<file path="config.mk">
export PLATFORM = sky130hd
export DESIGN_NAME = apm_cell
export DESIGN_NICKNAME = d
export VERILOG_FILES = /design/src/sv/apm_pkg.sv /design/src/sv/apm_cell.sv
export SDC_FILE = /design/constraint.sdc
export NUM_CORES = 1
export LEC_CHECK = 0
export BUFFER_PORTS_ARGS = -buffer_cell sky130_fd_sc_hd__buf_2
export CAP_MARGIN = 25
export CORE_AREA = 2 2 204 206
export CTS_BUF_LIST = sky130_fd_sc_hd__clkbuf_4 sky130_fd_sc_hd__clkbuf_8
export DETAILED_ROUTE_END_ITERATION = 10
export DIE_AREA = 0 0 206 208
export GPL_ROUTABILITY_DRIVEN = 0
export GPL_TIMING_DRIVEN = 0
export PLACE_DENSITY = 0.64
export SLEW_MARGIN = 10
export SYNTH_ARGS = -nofsm -noshare
export SYNTH_HDL_FRONTEND = slang
export SYNTH_SLANG_ARGS = --single-unit
</file>
<file path="constraint.sdc">
create_clock -name aclk -period 1.92 [get_ports aclk]
set_clock_uncertainty 0.15 [all_clocks]
set_input_delay 0.096 -clock aclk [delete_from_list [all_inputs] [get_ports aclk]]
set_output_delay 0.096 -clock aclk [all_outputs]
set_load 0.02 [all_outputs]
</file>
<file path="src/sv/apm_pkg.sv">
package apm_pkg;

    localparam int MAX_LEVELS   = 8;
    localparam int PATTERN_BITS = 64;
    localparam int ALPHABET     = 128;

    localparam int NUM_CELLS = MAX_LEVELS + 1;
    localparam int ADDR_W    = $clog2(ALPHABET);
    localparam int LEN_IDX_W = $clog2(PATTERN_BITS);
    localparam int TOP_W     = $clog2(NUM_CELLS);

    localparam int OP_W    = 2;
    localparam int SYM_W   = 7;
    localparam int MASK_W  = 64;
    localparam int CNT_W   = 32;
    localparam int ERR_W   = 4;
    localparam int LEN_W   = 7;
    localparam int CIDX_W  = 2;
    localparam int CDATA_W = 7;

    localparam logic [CNT_W-1:0] CNT_MAX = '1;

    localparam logic [OP_W-1:0] OP_WRITE   = 2'd0;
    localparam logic [OP_W-1:0] OP_TEXT    = 2'd1;
    localparam logic [OP_W-1:0] OP_RESTART = 2'd2;

    localparam logic [CIDX_W-1:0] REG_MAX_ERRORS     = 2'd0;
    localparam logic [CIDX_W-1:0] REG_PATTERN_LENGTH = 2'd1;

    typedef logic [PATTERN_BITS-1:0] vec_t;

    typedef struct packed {
        logic vld;
        vec_t acc;
        vec_t old_below;
        vec_t new_below;
        vec_t shifted_below;
    } link_t;

endpackage

</file>
<file path="src/sv/apm_cell.sv">
module apm_cell import apm_pkg::*; (
    input  logic  aclk,
    input  logic  aresetn,
    input  logic  clear,
    input  logic  active,
    input  link_t link_in,
    output link_t link_out
);

    vec_t  vec_reg;
    vec_t  shifted_here;
    vec_t  cur;
    link_t link_reg;
    link_t link_next;

    assign shifted_here = {vec_reg[PATTERN_BITS-2:0], 1'b1};
    assign cur = link_in.old_below
               | {link_in.new_below[PATTERN_BITS-2:0], 1'b0}
               | link_in.shifted_below
               | (shifted_here & link_in.acc);

    always_comb begin
        if (active) begin
            link_next.vld           = link_in.vld;
            link_next.acc           = link_in.acc;
            link_next.old_below     = vec_reg;
            link_next.new_below     = cur;
            link_next.shifted_below = shifted_here;
        end else begin
            link_next = link_in;
        end
    end

    always_ff @(posedge aclk) begin
        if (!aresetn) begin
            vec_reg  <= '0;
            link_reg <= '0;
        end else begin
            if (clear) begin
                vec_reg <= '0;
            end else if (link_in.vld && active) begin
                vec_reg <= cur;
            end
            link_reg <= link_next;
        end
    end

    assign link_out = link_reg;

endmodule

</file>
Word-level counts from Yosys, hierarchy flattened
Index checks and enable logic that the tools add are counted.
{"block": "word_totals", "in_bits": 261, "word_cells": 14, "ff_bits": 321, "output_inout_bits": 257}
{"block": "op_classes", "n_reduce_logical": 2, "mux": 1, "bitwise_logic": 5}
{"operator": "192-bit 2-to-1 mux", "count": 1}
{"operator": "64-bit bitwise OR", "count": 3}
{"operator": "64-bit AND", "count": 1}
{"operator": "2-bit OR reduction", "count": 1}
{"operator": "1-bit logical AND", "count": 1}
{"operator": "1-bit inverter", "count": 1}

Longest topological paths before layout
{"block": "logic_depth", "ltp_word": 4, "mapped_depth": 6, "ltp_nobuf": 2}

Least setup slack after synthesis
Ideal clock, no wire load.
{"block": "synth_timing", "kind": "flip-flop to flip-flop", "start": "reg vec_reg[23]", "end": "reg vec_reg[24]", "t_arrival_ns": 0.949, "stages_incl_launch_ff": 3, "period_less_slack_ns": 1.249, "path_buffers": 0, "setup_time_ns": 0.150, "setup_slack_ns": 0.671, "t_required_ns": 1.620, "path_cell_list": "dfxtp_1 a2111oi_0 a211oi_2"}
{"block": "synth_between", "elab_chain_len": 2}
{"item": "start: declaration", "line": "apm_cell.sv:10", "rtl": "vec_t vec_reg;"}
{"item": "start signal: assignment", "line": "apm_cell.sv:42", "rtl": "vec_reg <= cur;"}
{"item": "64-bit AND", "line": "apm_cell.sv:20", "rtl": "| (shifted_here & link_in.acc);"}
{"item": "64-bit bitwise OR", "line": "apm_cell.sv:20"}
No other way between the ends.
A chain may end at the register's enable or synchronous reset.

Final worst setup path
{"block": "layout_timing", "start": "reg vec_reg[0]", "end": "reg link_reg (netlist bit link_out[65])"}
{"block": "layout_between", "elab_chain_len": 3}
{"item": "64-bit AND", "line": "apm_cell.sv:20"}
{"item": "64-bit bitwise OR", "line": "apm_cell.sv:20"}
{"item": "192-bit 2-to-1 mux", "line": "apm_cell.sv:23", "rtl": "if (active) begin"}
{"item": "end signal: assignment", "line": "apm_cell.sv:44", "rtl": "link_reg <= link_next;"}
{"item": "end: declaration", "line": "apm_cell.sv:13", "rtl": "link_t link_reg;"}
No other way between the ends.

==> results.md <==
- Die Span Y: 208 um
- Critical Path Source Type: flop
- RSZ-0062 raised after global routing: no
- GRT Overall Usage: 24.2%
- Hold_sp: aresetn
- Flop2flop setup slack: 0.11 ns
- Pwr Density: approximately 840 nW/um^2
- Max-slew headroom: a little over a quarter
- DRT iter0 DRCs: 808
- Setup Buffers After CTS: 0
- Distinct cell type count after synthesis: 21
- Die footprint: around 43,000 sq um
- Worst-path clk slew: around 0.060 ns
- Crit path from: vec_reg[0]$_SDFFE_PP0P_
- Synth Area per Inst: 10.3 sq um
- Fin cells: approximately 2.6k
- Fmax: 551 MHz
- Total grt overflow: 0
- Critical Path End Type: flop
- Largest net degree at the start of global routing: 14
- Io pins: 518
- Commonest non-fill, non-tap cells in the layout: 529 x buf_2, 327 x dlygate4sd3_1, 321 x dfxtp_1, 128 x a21oi_1, 127 x nand2b_1
- Crit-path max FO: 3
- Seq cells post-synth: 321
- Yosys warns: 0
- Placed cells: 2,169
- Req. time, crit path: about 2.3 ns
- Final min period: 1.81 ns
- RR Endpoint: link_out[65]$_SDFF_PN0_
- Hold slack final: 0.0171 ns
- Max cap viols: 0
- DRC Markers: 0
- Placeable Area: between 40,000 and 50,000 sq um
- Area delta synth->final: 66.4%
- CP arrival: ~2.2 ns
- Clk sinks: 321
- TritonCTS Buffers: 54
- Syn Nets: between 1k and 1.5k
- Max IR drop VDD: 0.558 mV
- Reg2reg start: vec_reg[0]$_SDFFE_PP0P_
- Cell area after synthesis: around 12,000 sq um
- Vias in the first global route: 13.8k
- Vias/cell: 5.01
- Commonest non-fill, non-tap cell in the layout: buf_2
- Pleak: between 8 and 9 nW
- Kind of critical path: flop to flop
- Status: finished, final reports clean
- Hold Path Stages: 3
- Final antenna-violating net count: 0
- Post-synthesis sequential area ratio: a little under three fifths
- Clock Path Buffers: 3
- Final setup fails: 0
- Fin. max-slew vios: 0
- Final worst-path cycle share: 94.5%
- Hold path endpoint: link_out[4]$_SDFF_PN0_
- IO buf count: 516
- Placement Setup Slack: -0.303 ns
- First-pass GRT wire length: approximately 80,000 um
- Class of the worst hold path: input pin to flop
- Initial antenna violation count: 1
- CTS tree: done
- Vias: approximately 13k
- Nets@finish: 2,284
- WL final: 54,300 um
- Detailed placer's ending HPWL: 36,200 um
- Initial Utilization: roughly 28%
- Routed wire per std cell: between 20 and 25 um
- Root Driver: clkbuf_8
- Post-Synthesis Cells: 1,117
- DR pass1 iterations: 5
- Fillers: 3,688
- Worst-Margin Slew: between 1 and 1.5 ns
- Max reg flops: 257
- Final worst slack: 0.105 ns
- Worst skew pair latency: 0.63 ns
- Final core area utilization: 47.4%
- H-Tree Depth: 2
- Num rows: 74
- Die W: roughly 210 um
- Design Power: 16.1 mW
- Fraction of layout cells with a size suffix above 1: 33.3%
- R2R cell count: 4
- Hold Fails Final Rpt: 0
synth_stat cells (all sizes together):
cell     count  area share (%)
dfxtp      321              56
a21oi      128             5.5
nand2b     127             6.9
a21boi     126             8.2
and2        66             3.6
a211oi      64             5.8
o21ai       64             2.8
a2111oi     63             4.8
nand2       63             2.0
clkbuf      54             1.8
buf         37             2.7
mux2i        1           0.087
nor2b        1           0.054
nor3         1           0.043
o21a         1           0.065
power by group:
group / internal [mW] / switching, mW
logic: 1.22 / 1.50
registers: 7.01 / 0.128
clock network: 3.42 / 2.83
total: 11.6 / 4.46
through the flow:
step | TNS (ns) | cell area [sq um]
after floorplan | 0 | 11500
after global placement | -8.88 | 14800
after detailed placement | -13.15 | 14800
after CTS | 0 | 19200
after global routing | 0 | 19200
final | 0 | 19200
repair_timing:
action                                  CTS  global route
resized for setup                         0             4
hold buffers                            327             0
endpoints found under the hold margin   320             0
endpoints found under the setup margin    0             2
kinds of logic after synthesis:
kind of cell / Yosys count / synth area share [%]
flip-flops: 321 / 55.6
multiplexers: 1 / 0.0867
AND/OR/NAND/NOR: 258 / 12.6
buffers and inverters: 91 / 4.47
AO/OA/AOI/OAI: 446 / 27.2
worst max-delay path by stage:
stage	end	slack [ns]	cells past startpoint
after global routing	link_out[65]$_SDFF_PN0_	0.06	4
final	link_out[65]$_SDFF_PN0_	0.11	4
after global placement	link_out[35]$_SDFF_PN0_	-0.28	4
after floorplan	vec_reg[24]$_SDFFE_PP0P_	0.67	2
after detailed placement	link_out[35]$_SDFF_PN0_	-0.30	4
after CTS	link_out[65]$_SDFF_PN0_	0.03	4
layout make-up:
class                   instances  area [sq um]  area share (%)
multi-input cells             705          4610            24.0
clock buffers                  85          1040            5.44
repair buffers                850          5900            30.7
diodes                          2          5.00          0.0260
clock inverters                 7          40.0           0.208
flip-flops and latches        321          6430            33.4
well taps                     532           666            3.46
plain buffers                  91           517            2.69
per-layer routing:
metal | vias up | track usage [%] | wire (um)
li1 | 5801 | - | -
met2 | 750 | 41.5 | 26500
met1 | 6250 | 28.0 | 21200
met5 | - | 0 | 0
met3 | 195 | 5.01 | 3890
met4 | 0 | 13.1 | 2680
worst max-delay path: stages, from the launching register on:
cell           delay (ns)
dfxtp_1              0.39
a2111oi_2            0.33
clkbuf_2             0.22
a21oi_1              0.07
dlygate4sd3_1        0.54
(Power assumes the default switching activity.)
